<file path="config.mk">
export PLATFORM = sky130hd
export DESIGN_NAME = zstg_pos
export DESIGN_NICKNAME = d
export VERILOG_FILES = /design/src/rtl/zstg_pkg.sv /design/src/rtl/zstg_pos.sv
export SDC_FILE = /design/constraint.sdc
export NUM_CORES = 1
export LEC_CHECK = 0
export ABC_AREA = 1
export BUFFER_PORTS_ARGS = -buffer_cell sky130_fd_sc_hd__buf_2
export CORE_ASPECT_RATIO = 0.75
export CORE_MARGIN = 8
export CORE_UTILIZATION = 30
export CTS_CLUSTER_SIZE = 30
export DETAILED_ROUTE_END_ITERATION = 8
export SETUP_SLACK_MARGIN = 0.2
export SYNTH_ARGS = -nofsm -noshare
export SYNTH_HDL_FRONTEND = slang
export SYNTH_SLANG_ARGS = --single-unit
</file>
<file path="constraint.sdc">
create_clock -name clk -period 6.2 [get_ports clk]
set_input_delay 0.62 -clock clk [delete_from_list [all_inputs] [get_ports clk]]
set_output_delay 0.62 -clock clk [all_outputs]
set_load 0.01 [all_outputs]
</file>
<file path="src/rtl/zstg_pkg.sv">
`timescale 1ns / 1ps
// ----------------------------------------------------------------------------
// zstg_pkg
// Shared types, constants and helpers of the zoomed sprite tile generator.
// ----------------------------------------------------------------------------
package zstg_pkg;

  localparam int MAP_DEPTH  = 8192;
  localparam int MAP_AW     = $clog2(MAP_DEPTH);
  localparam int MEM_AW     = MAP_AW + 1;
  localparam int MEM_DEPTH  = 2 * MAP_DEPTH;
  localparam int CFG_IDX_W  = 2;
  localparam int CFG_DATA_W = 3;

  // control word bit positions
  localparam int CTRL_PRI_BIT    = 4;
  localparam int CTRL_ENABLE_BIT = 7;
  localparam int CTRL_FLIPX_BIT  = 11;
  localparam int CTRL_FLIPY_BIT  = 15;

  localparam logic [8:0] POS_BIAS   = 9'd16;
  localparam logic [5:0] ZOOM_UNITY = 6'd32;

  typedef enum logic [CFG_IDX_W-1:0] {
    CFG_PALETTE_BANK = 2'd0,
    CFG_PASS_FRONT   = 2'd1,
    CFG_GFX_BASE     = 2'd2
  } cfg_idx_t;

  typedef enum logic {
    OP_ENTRY     = 1'b0,
    OP_MAP_WRITE = 1'b1
  } op_t;

  typedef enum logic {
    SEQ_IDLE = 1'b0,
    SEQ_RUN  = 1'b1
  } seq_state_t;

  typedef struct packed {
    logic [8:0] ox;
    logic [8:0] oy;
    logic [5:0] zx;
    logic [5:0] zy;
    logic [2:0] xsize;
    logic [2:0] ysize;
    logic       flip_x;
    logic       flip_y;
  } geom_t;

  typedef struct packed {
    logic start;
    logic advance;
    logic row_end;
  } walk_ctl_t;

  typedef struct packed {
    logic busy;
    logic issue;
    logic last;
  } seq_stat_t;

  // extra map index step after each row; rows of 3, 5, 6 and 7 tiles are padded
  function automatic logic [2:0] row_pad(input logic [2:0] xsize);
    logic [2:0] pad;
    case (xsize)
      3'd2:    pad = 3'd1;
      3'd4:    pad = 3'd3;
      3'd5:    pad = 3'd2;
      3'd6:    pad = 3'd1;
      default: pad = 3'd0;
    endcase
    return pad;
  endfunction

  // wrap to 9 bits with a bias of 16, then move the bias back out as signed
  function automatic logic signed [9:0] place(input logic [8:0] origin,
                                              input logic [7:0] acc);
    logic [8:0] p;
    p = origin + {2'b00, acc[7:1]} + POS_BIAS;
    return signed'({1'b0, p} - {1'b0, POS_BIAS});
  endfunction

  function automatic logic [5:0] zoom_of(input logic [3:0] field);
    return ZOOM_UNITY - {2'b00, field};
  endfunction

endpackage

</file>
<file path="src/rtl/zstg_pos.sv">
`timescale 1ns / 1ps
// ----------------------------------------------------------------------------
// zstg_pos
// Position unit: zoom step accumulators and the wrap-and-bias adders.
// ----------------------------------------------------------------------------
module zstg_pos (
  input  logic                      clk,
  input  zstg_pkg::walk_ctl_t       ctl,
  input  zstg_pkg::geom_t           geom_in,
  output zstg_pkg::geom_t           geom,
  output logic signed [9:0]         screen_x,
  output logic signed [9:0]         screen_y
);

  zstg_pkg::geom_t geom_r;
  logic [7:0] accx_r, accy_r, accx0_r;
  logic [7:0] accx0_nxt, accy0_nxt;

  // flipped walks start at the far cell and step back
  always_comb begin
    accx0_nxt = geom_in.flip_x ? ({2'b00, geom_in.zx} * {5'd0, geom_in.xsize}) : 8'd0;
    accy0_nxt = geom_in.flip_y ? ({2'b00, geom_in.zy} * {5'd0, geom_in.ysize}) : 8'd0;
  end

  always_ff @(posedge clk) begin
    if (ctl.start) begin
      geom_r  <= geom_in;
      accx0_r <= accx0_nxt;
      accx_r  <= accx0_nxt;
      accy_r  <= accy0_nxt;
    end else if (ctl.advance) begin
      if (ctl.row_end) begin
        accx_r <= accx0_r;
        accy_r <= geom_r.flip_y ? accy_r - {2'b00, geom_r.zy}
                                : accy_r + {2'b00, geom_r.zy};
      end else begin
        accx_r <= geom_r.flip_x ? accx_r - {2'b00, geom_r.zx}
                                : accx_r + {2'b00, geom_r.zx};
      end
    end
  end

  assign geom     = geom_r;
  assign screen_x = zstg_pkg::place(geom_r.ox, accx_r);
  assign screen_y = zstg_pkg::place(geom_r.oy, accy_r);

endmodule

</file>
==> impl_results.md <==
- First-pass GRT wire length: 21,000 um
- Drc violations: 0
- Logic pwr share: 48.6%
- Post-route ant nets: 0
- Psw: 804.7 uW
- CTS Buf Count: 9
- Syn. warnings: 0
- Sequential share of power: 28.5%
- Final Setup Violations: 0
- IO Count: 100
- Main synth FF type: edfxtp_1
- PostCTS Resize Cnt: 0
- Post-CTS setup buffers: 0
- Fin crit period: 3.386 ns
- WL/cell: 13.50 um
- RSZ-0062 raised after global routing: false
- Number of synthesized register bits: 62
- Internal power: 1163 uW
- Skew final: 0.004786 ns
- Sequential fraction of the synthesis area: 36.13%
- Width of the die: 167.3 um
- Worst Path Required: 5.58 ns
- Max-cap violations: 0
- Worst endpoint data arrival time: 2.77 ns
- Die Height: 129.5 um
- TNS Setup: 0 ns
- Post-synth EDFFs: 62
- Clock network fraction of total power: 22.9%
- Crit path kind: flip-flop to output port
- Area of the mapped netlist: 5154 um^2
- Port Buffers: 99
- Critical path's top delay family: adder cells
- Starting Density: 30.63%
- H-Tree Level Count: 3
- FMAX: 295.3 MHz
- CP max stage delay: 0.42 ns
- Power per cell area: 318.7 nW/um^2
- HP Class: primary input to flip-flop
- Flop2flop setup slack: 3.65 ns
- Sw Ratio: 40.90%
- Commonest cells after routing, fill and taps aside: 165 x nand2_1, 112 x inv_1, 99 x buf_2
- Most common cell after layout, fill and taps aside: nand2_1
- Max-slew violations: 0
- CP Capture Type: output port
- Clk_lat worst skew: 0.34 ns
- Synth area leader: edfxtp_1
- CP max FO: 3
- GR Layer Usage met1: 18.11%
- Final period utilization: 54.61%
- Netlist cell types: 39
- Cts hold-fix bufs: 0
- DIE AREA: 21,670 um^2
- Area Growth Syn to Fin: 19.79%
- Synth area leaders: edfxtp_1 36%, ha_1 15%, nand2_1 12%
- GR peak layer: met1
- P_leak: 0.003225 uW
- Row count: 41
- Status: finished, final reports clean
- Clock-pin slew on the worst setup and hold paths: 0.06 ns
- CP startpoint kind: flip-flop
- Relative slew slack: 47.85%
- DRT Wirelength: 12,750 um
- # clock sinks: 62
- Net Count, Synth: 732
- Slew @ Worst Pin: 0.7822 ns
- CTS tree: done
- Yosys top cell area share: 36.13%
- CTS root buf: clkbuf_16
- Post-Route Utilization: 36.69%
- Final hold vios: 0
- Layout cell share with drive strength beyond 1: 21.15%
- GRT Residual Overflow: 0
- Gp weighted congestion: 0.8231
- Post-Syn Instances: 616
- Final net count: 839
- Vias in the first global route: 4,026
- CP max stage cell: edfxtp_1
- Drt initial violations: 263
- Post-DP HPWL: 10,450 um
- Average size of a mapped cell: 8.366 um^2
- Max Buffers Root-to-Sink: 2
- Largest net degree at the start of global routing: 63
- M3 GR Usage: 3.920%
- Initial antenna violation count: 0
- Via/cell ratio: 4.407
- Buf/Inv on CP: 4
- All-Layer GR Usage: 12.07%
- Number of fill cells: 1,754
- GR Util met2: 16.15%
- Pre-antenna DRT Iters: 5
- Asr flop ratio synth: 0%
- Via count: 4,160
- Crit-path cells: ha_1 -> ha_1 -> inv_1 -> fa_1 -> inv_1 -> nand2_1 -> nand2_1 -> xnor2_1 -> ha_1 -> inv_1 -> nor2_1 -> nand3_1 -> nand2_1 -> buf_2
- Peak supply drop: 0.1857 mV
- Core area: 16,830 um^2
## cell usage after synthesis, types with 3 or more instances
cell type,instances
nor2_2,4
nand4_1,12
inv_1,112
clkbuf_1,3
nor2_1,32
fa_1,14
o21bai_1,3
o211ai_1,3
ha_1,60
nand2_1,165
nand2_2,12
a21oi_1,28
inv_2,5
xor2_1,13
o21ai_0,15
nand3_1,30
edfxtp_1,62
nand3_2,7
a22oi_1,5
xnor2_1,5
## power groups by stage
| stage | clock network, uW | registers (uW) | logic [uW] |
|---|---|---|---|
| floorplan | 0 | 566 | 683 |
| global placement | 0 | 569 | 955 |
| detailed placement | 0 | 570 | 961 |
| CTS | 464 | 562 | 968 |
| global route | 481 | 568 | 1100 |
| finish | 450 | 561 | 957 |
## area by class of cell
class / instances / area, um^2 / share of cell area, %
multi-input combinational: 430 / 2821 / 45.70
sequential: 62 / 1862 / 30.16
timing repair buffer: 101 / 510.5 / 8.269
inverter: 119 / 449.2 / 7.276
tap: 215 / 269.0 / 4.358
clock buffer: 11 / 232.7 / 3.770
clock inverter: 5 / 26.28 / 0.4256
antenna: 1 / 2.502 / 0.04054
## through the flow
step / area [um^2] / instances / setup slack [ns] / hold slack (ns) / total power, uW
floorplan: 5154 / 616 / 3.332 / 0.5526 / 1249
global placement: 5912 / 927 / 3.230 / 0.5681 / 1524
detailed placement: 5912 / 927 / 3.151 / 0.5850 / 1531
CTS: 6171 / 943 / 2.781 / 0.4427 / 1994
global route: 6171 / 943 / 2.559 / 0.4388 / 2146
finish: 6173 / 944 / 2.814 / 0.4551 / 1968
## cell families after synthesis
family,after synthesis,synth area share (%)
adder cells (fa/ha/maj),74,20.00
XOR/XNOR,18,3.059
AND/OR/NAND/NOR,272,24.11
flip-flops,62,36.13
AO/OA/AOI/OAI,66,7.575
buffers and inverters,124,9.128
## final timing paths
check | cells after the start | end | from
setup / recovery | 14 | screen_x[8] | accx_r[2]
hold / removal | 1 | geom[33] | geom_in[33]
setup reg to reg | 14 | accy_r[7] | geom[8]
hold reg to reg | 2 | accx_r[0] | accx0_r[0]
## per-layer routing
layer  wire length, um  up-vias
met5                 0        -
met1              7076     1825
met2              4829       93
met3               744       10
li1                  -     2232
met4                95        0
## state kept, by name, indices dropped and copies added, names as in the netlist
| name | flops |
|---|---|
| accx0_r | 8 |
| accx_r | 8 |
| accy_r | 8 |
| geom | 38 |
Power figures use the tool's default switching activity.
