## config.mk

```make
export PLATFORM = sky130hd
export DESIGN_NAME = zstg_seq
export DESIGN_NICKNAME = d
export VERILOG_FILES = /design/src/rtl/zstg_pkg.sv /design/src/rtl/zstg_seq.sv
export SDC_FILE = /design/constraint.sdc
export NUM_CORES = 1
export LEC_CHECK = 0
export ABC_AREA = 1
export BUFFER_PORTS_ARGS = -buffer_cell sky130_fd_sc_hd__buf_4
export CELL_PAD_IN_SITES_DETAIL_PLACEMENT = 0
export CELL_PAD_IN_SITES_GLOBAL_PLACEMENT = 1
export CORE_ASPECT_RATIO = 1.1
export CORE_MARGIN = 5
export CORE_UTILIZATION = 35
export CTS_CLUSTER_DIAMETER = 100
export DETAILED_ROUTE_END_ITERATION = 7
export PLACE_DENSITY = 0.72
export SETUP_SLACK_MARGIN = 0.02
export SLEW_MARGIN = 20
export SYNTH_ARGS = -nofsm -noshare
export SYNTH_HDL_FRONTEND = slang
export SYNTH_SLANG_ARGS = --single-unit
```

## constraint.sdc

```tcl
create_clock -name clk -period 2.4 [get_ports clk]
set_input_delay 0.24 -clock clk [delete_from_list [all_inputs] [get_ports clk]]
set_output_delay 0.24 -clock clk [all_outputs]
set_load 0.05 [all_outputs]
```

## src/rtl/zstg_pkg.sv

```systemverilog
`timescale 1ns / 1ps
// ----------------------------------------------------------------------------
// zstg_pkg
// Shared types, constants and helpers of the zoomed sprite tile generator.
// ----------------------------------------------------------------------------
package zstg_pkg;

  localparam int MAP_DEPTH  = 8192;
  localparam int MAP_AW     = $clog2(MAP_DEPTH);
  localparam int MEM_AW     = MAP_AW + 1;
  localparam int MEM_DEPTH  = 2 * MAP_DEPTH;
  localparam int CFG_IDX_W  = 2;
  localparam int CFG_DATA_W = 3;

  // control word bit positions
  localparam int CTRL_PRI_BIT    = 4;
  localparam int CTRL_ENABLE_BIT = 7;
  localparam int CTRL_FLIPX_BIT  = 11;
  localparam int CTRL_FLIPY_BIT  = 15;

  localparam logic [8:0] POS_BIAS   = 9'd16;
  localparam logic [5:0] ZOOM_UNITY = 6'd32;

  typedef enum logic [CFG_IDX_W-1:0] {
    CFG_PALETTE_BANK = 2'd0,
    CFG_PASS_FRONT   = 2'd1,
    CFG_GFX_BASE     = 2'd2
  } cfg_idx_t;

  typedef enum logic {
    OP_ENTRY     = 1'b0,
    OP_MAP_WRITE = 1'b1
  } op_t;

  typedef enum logic {
    SEQ_IDLE = 1'b0,
    SEQ_RUN  = 1'b1
  } seq_state_t;

  typedef struct packed {
    logic [8:0] ox;
    logic [8:0] oy;
    logic [5:0] zx;
    logic [5:0] zy;
    logic [2:0] xsize;
    logic [2:0] ysize;
    logic       flip_x;
    logic       flip_y;
  } geom_t;

  typedef struct packed {
    logic start;
    logic advance;
    logic row_end;
  } walk_ctl_t;

  typedef struct packed {
    logic busy;
    logic issue;
    logic last;
  } seq_stat_t;

  // extra map index step after each row; rows of 3, 5, 6 and 7 tiles are padded
  function automatic logic [2:0] row_pad(input logic [2:0] xsize);
    logic [2:0] pad;
    case (xsize)
      3'd2:    pad = 3'd1;
      3'd4:    pad = 3'd3;
      3'd5:    pad = 3'd2;
      3'd6:    pad = 3'd1;
      default: pad = 3'd0;
    endcase
    return pad;
  endfunction

  // wrap to 9 bits with a bias of 16, then move the bias back out as signed
  function automatic logic signed [9:0] place(input logic [8:0] origin,
                                              input logic [7:0] acc);
    logic [8:0] p;
    p = origin + {2'b00, acc[7:1]} + POS_BIAS;
    return signed'({1'b0, p} - {1'b0, POS_BIAS});
  endfunction

  function automatic logic [5:0] zoom_of(input logic [3:0] field);
    return ZOOM_UNITY - {2'b00, field};
  endfunction

endpackage

```

## src/rtl/zstg_seq.sv

```systemverilog
`timescale 1ns / 1ps
// ----------------------------------------------------------------------------
// zstg_seq
// Cell sequencer: walks the grid row by row and steps the map index.
// ----------------------------------------------------------------------------
module zstg_seq (
  input  logic                        clk,
  input  logic                        rst_n,
  input  logic                        go,
  input  logic [2:0]                  xsize,
  input  logic [2:0]                  ysize,
  input  logic                        chip,
  input  logic [zstg_pkg::MAP_AW-1:0] start_idx,
  input  logic                        stage_free,
  output zstg_pkg::walk_ctl_t         ctl,
  output zstg_pkg::seq_stat_t         stat,
  output logic                        rd_en,
  output logic [zstg_pkg::MEM_AW-1:0] rd_addr
);

  zstg_pkg::seq_state_t state_r, state_nxt;
  logic [2:0] col_r, row_r, xsize_r, ysize_r;
  logic [zstg_pkg::MAP_AW-1:0] idx_r;
  logic chip_r;
  logic issue, at_row_end, at_last;

  always_comb begin
    issue      = (state_r == zstg_pkg::SEQ_RUN) && stage_free;
    at_row_end = (col_r == xsize_r);
    at_last    = at_row_end && (row_r == ysize_r);
  end

  always_comb begin
    state_nxt = state_r;
    case (state_r)
      zstg_pkg::SEQ_IDLE: begin
        if (go) begin
          state_nxt = zstg_pkg::SEQ_RUN;
        end
      end
      zstg_pkg::SEQ_RUN: begin
        if (issue && at_last) begin
          state_nxt = zstg_pkg::SEQ_IDLE;
        end
      end
      default: state_nxt = zstg_pkg::SEQ_IDLE;
    endcase
  end

  always_comb begin
    stat.busy   = (state_r == zstg_pkg::SEQ_RUN);
    stat.issue  = issue;
    stat.last   = at_last;
    ctl.start   = go;
    ctl.advance = issue;
    ctl.row_end = at_row_end;
    rd_en       = issue;
    rd_addr     = {chip_r, idx_r};
  end

  always_ff @(posedge clk) begin
    if (!rst_n) begin
      state_r <= zstg_pkg::SEQ_IDLE;
    end else begin
      state_r <= state_nxt;
    end
  end

  always_ff @(posedge clk) begin
    if (go) begin
      col_r   <= 3'd0;
      row_r   <= 3'd0;
      idx_r   <= start_idx;
      xsize_r <= xsize;
      ysize_r <= ysize;
      chip_r  <= chip;
    end else if (issue) begin
      if (at_row_end) begin
        col_r <= 3'd0;
        row_r <= row_r + 3'd1;
        idx_r <= idx_r + zstg_pkg::MAP_AW'(1)
                 + zstg_pkg::MAP_AW'(zstg_pkg::row_pad(xsize_r));
      end else begin
        col_r <= col_r + 3'd1;
        idx_r <= idx_r + zstg_pkg::MAP_AW'(1);
      end
    end
  end

endmodule

```

==> impl_metrics.ini <==
[grt]
track_usage_pct = 12.9
antenna_found_initial = 0
grt_pass1_wl_mm = 7.15
grt.overflow.total = 0
grt_max_degree = 32
grt_pass1_vias = 1611

[sta]
skew_ns = 0.00775
setup_viol = 0
maxSlewHeadroom_pct = 72.9
tightest_slew_ns = 0.403
drv_slew = 0
min_period_over_period_pct = 91.5
totalNegativeSetupSlack_ns = 0
max_freq_ghz = 0.455
final.setup.worst_slack_ns = 0.204
period_minus_slack_ns = 2.20
hold_violations = 0
grt_setup_unrepaired = false

[power]
p_leak_nw = 1.07
pwr_density_cell_nw_per_um2 = 543
total_power_mw = 1.25
p_sw_mw = 0.454
irDropWorstVdd_mv = 0.311
p_sw_share_pct = 36.4
p_comb_share_pct = 31.6
p_seq_share_pct = 46.7
clkPwrFrac_pct = 21.7
internal-power_mw = 0.793

[synth]
synth_compound_area_share_pct = 5.29
synthAdderAreaFrac_pct = 4.37
syn-mean-instance-area_sq_um = 7.60
synth_cell_types = 30
synth_xor_area_share_pct = 4.63
synth_mux_area_share_pct = 0
synth_top_family_by_area = simple AND/OR/NAND/NOR gates
syn_inst = 249
ys_seq_area_share_pct = 39.2
syn-cell-area_sq_um = 1890
ys_seq_elements = 27
yosys.area_share.simple_pct = 36.2
syn-num-nets = 279
yosys_warnings = 0

[placement]
numPortBuffers = 44
globalplace.congestion = 0.773
dp_cells = 359
pre_cts_slack_ns = 0.203
dpl.hpwl_mm = 3.27

[detailed_routing]
met1_length_mm = 2.01
drt_pass1_iterations = 4
ant_nets = 0
drc = 0
viasPerCell = 4.50
route.vias.total = 1637
dr_wl_met3_um = 228
drtIter0Drc = 64
wl_met2_mm = 1.93
wl_per_cell_um = 11.6
wl_mm = 4.22
highest_layer = met4

[cells_and_area]
final_common_cell = nand2_1
multiInputGateArea_sq_um = 956
drive_gt1_share_pct = 22.5
seq_area_sq_um = 741
most-common-layout-cells = nand2_1, buf_4, inv_1
syn_to_final_growth_pct = 21.5
stdcell_count = 364
diodes = 0
n_fill_cell = 577
nNetsFinal = 320
utilization_pct = 43.2

[die]
die_h_um = 87.1
die_area_sq_um = 6980
fp-row-count = 28
start_util_pct = 35.5
io_pins = 45
core_sq_um = 5330
die_w_um = 80.1

[critical_path]
arrival_ns = 2.24
end_kind = register
critPathKind = reg2reg
crit_fanout = 5
required_ns = 2.44
worstSetupStartpointType = register

[status]
status = finished, final reports clean

[cts]
cts_buffer_depth = 2
clk_latency_ns = 0.28
cts_tree = yes
cts-buffers-inserted = 3
clkTransAtPathRegs_ns = 0.10
htree_num_levels = 1
hold_buffers = 0
clock-sinks = 27
ctsRootBufferMaster = clkbuf_8
post_cts_resized = 0

[run]
drv_cap = 0

[hold_path]
holdCritPathClass = in2reg
==> flip-flops by register name, summed over array words and instances (netlist names) <==
| name | cells |
|---|---|
| xsize_r | 3 |
| idx_r | 13 |
| ysize_r | 3 |
| state_r | 1 |
| chip_r | 1 |
| row_r | 3 |
| col_r | 3 |
==> power by group through the flow <==
stage | clock network (mW) | registers, mW | logic (mW)
floorplan | 0 | 0.665 | 0.210
global placement | 0 | 0.593 | 0.394
detailed placement | 0 | 0.594 | 0.396
CTS | 0.277 | 0.583 | 0.397
global route | 0.298 | 0.590 | 0.436
finish | 0.271 | 0.582 | 0.395
==> per-layer routing <==
metal	global-route usage (%)	vias up
li1	-	873
met1	16.0	726
met2	22.1	33
met3	2.90	5
met4	4.61	0
met5	0	-
==> path summary, 6_finish.rpt <==
check	endpoint	cells after the start	startpoint	slack [ns]
setup / recovery	idx_r[12]$_DFFE_PP_	9	idx_r[1]$_DFFE_PP_	0.20
hold / removal	xsize_r[0]$_DFFE_PP_	1	xsize[0]	0.13
setup reg to reg	idx_r[12]$_DFFE_PP_	9	idx_r[1]$_DFFE_PP_	0.20
hold reg to reg	col_r[1]$_SDFFE_PP0P_	2	col_r[1]$_SDFFE_PP0P_	0.50
==> critical path, stage by stage (launching register included) <==
cell,delay [ns]
edfxtp_1,0.45
ha_1,0.35
inv_1,0.06
fa_1,0.39
nor2_2,0.21
nand3_4,0.13
nor2_4,0.14
nand3_1,0.08
nand3_1,0.09
nand2_1,0.05
==> cell type report <==
class	instances	area share, %
Clock buffer	3	1.80
Clock inverter	1	0.218
Inverter	31	5.06
Multi-Input combinational cell	181	41.6
Sequential cell	27	32.2
Tap cell	75	4.08
Timing Repair Buffer	46	15.0
==> timing repair <==
| item | CTS | global route |
|---|---|---|
| endpoints found under the hold margin | 0 | 0 |
| endpoints found under the setup margin | 0 | 1 |
| setup buffers | 0 | 1 |
==> per-stage QoR <==
step,hold slack (ns),instance area (sq um)
final,0.130,2300
after global routing,0.115,2300
after CTS,0.126,2290
after detailed placement,0.419,2240
after global placement,0.418,2240
after floorplan,0.339,1890
==> cell usage after synthesis <==
cell type	instances	area, sq um
o21ai_1	1	5.00
nand3b_2	1	11.3
clkbuf_8	1	13.8
dlygate4sd1_1	1	8.76
fa_1	1	20.0
inv_1	29	109
clkinv_1	2	7.51
nand4_1	4	25.0
nor4_1	1	6.26
nor2_4	4	45.0
nand2_1	86	323
clkbuf_1	1	3.75
o21bai_1	1	7.51
edfxtp_1	20	601
xnor2_1	1	8.76
nor2_1	16	60.1
nand3_1	19	95.1
nor3_1	1	5.00
nand2_2	2	12.5
dfxtp_1	7	140
a31oi_1	2	12.5
nor2_2	4	25.0
nand3b_1	4	30.0
xor2_1	9	78.8
a21oi_1	4	20.0
buf_4	7	52.6
ha_1	5	62.6
o21ai_0	11	55.1
nand3_4	1	17.5
nand3_2	3	30.0
==> kinds of logic after synthesis <==
family          count (synthesis)
buf+inv                        41
flops                          27
fa+ha+maj                       6
simple gates                  146
xor+xnor                       10
compound gates                 19
(Power assumes the default switching activity.)
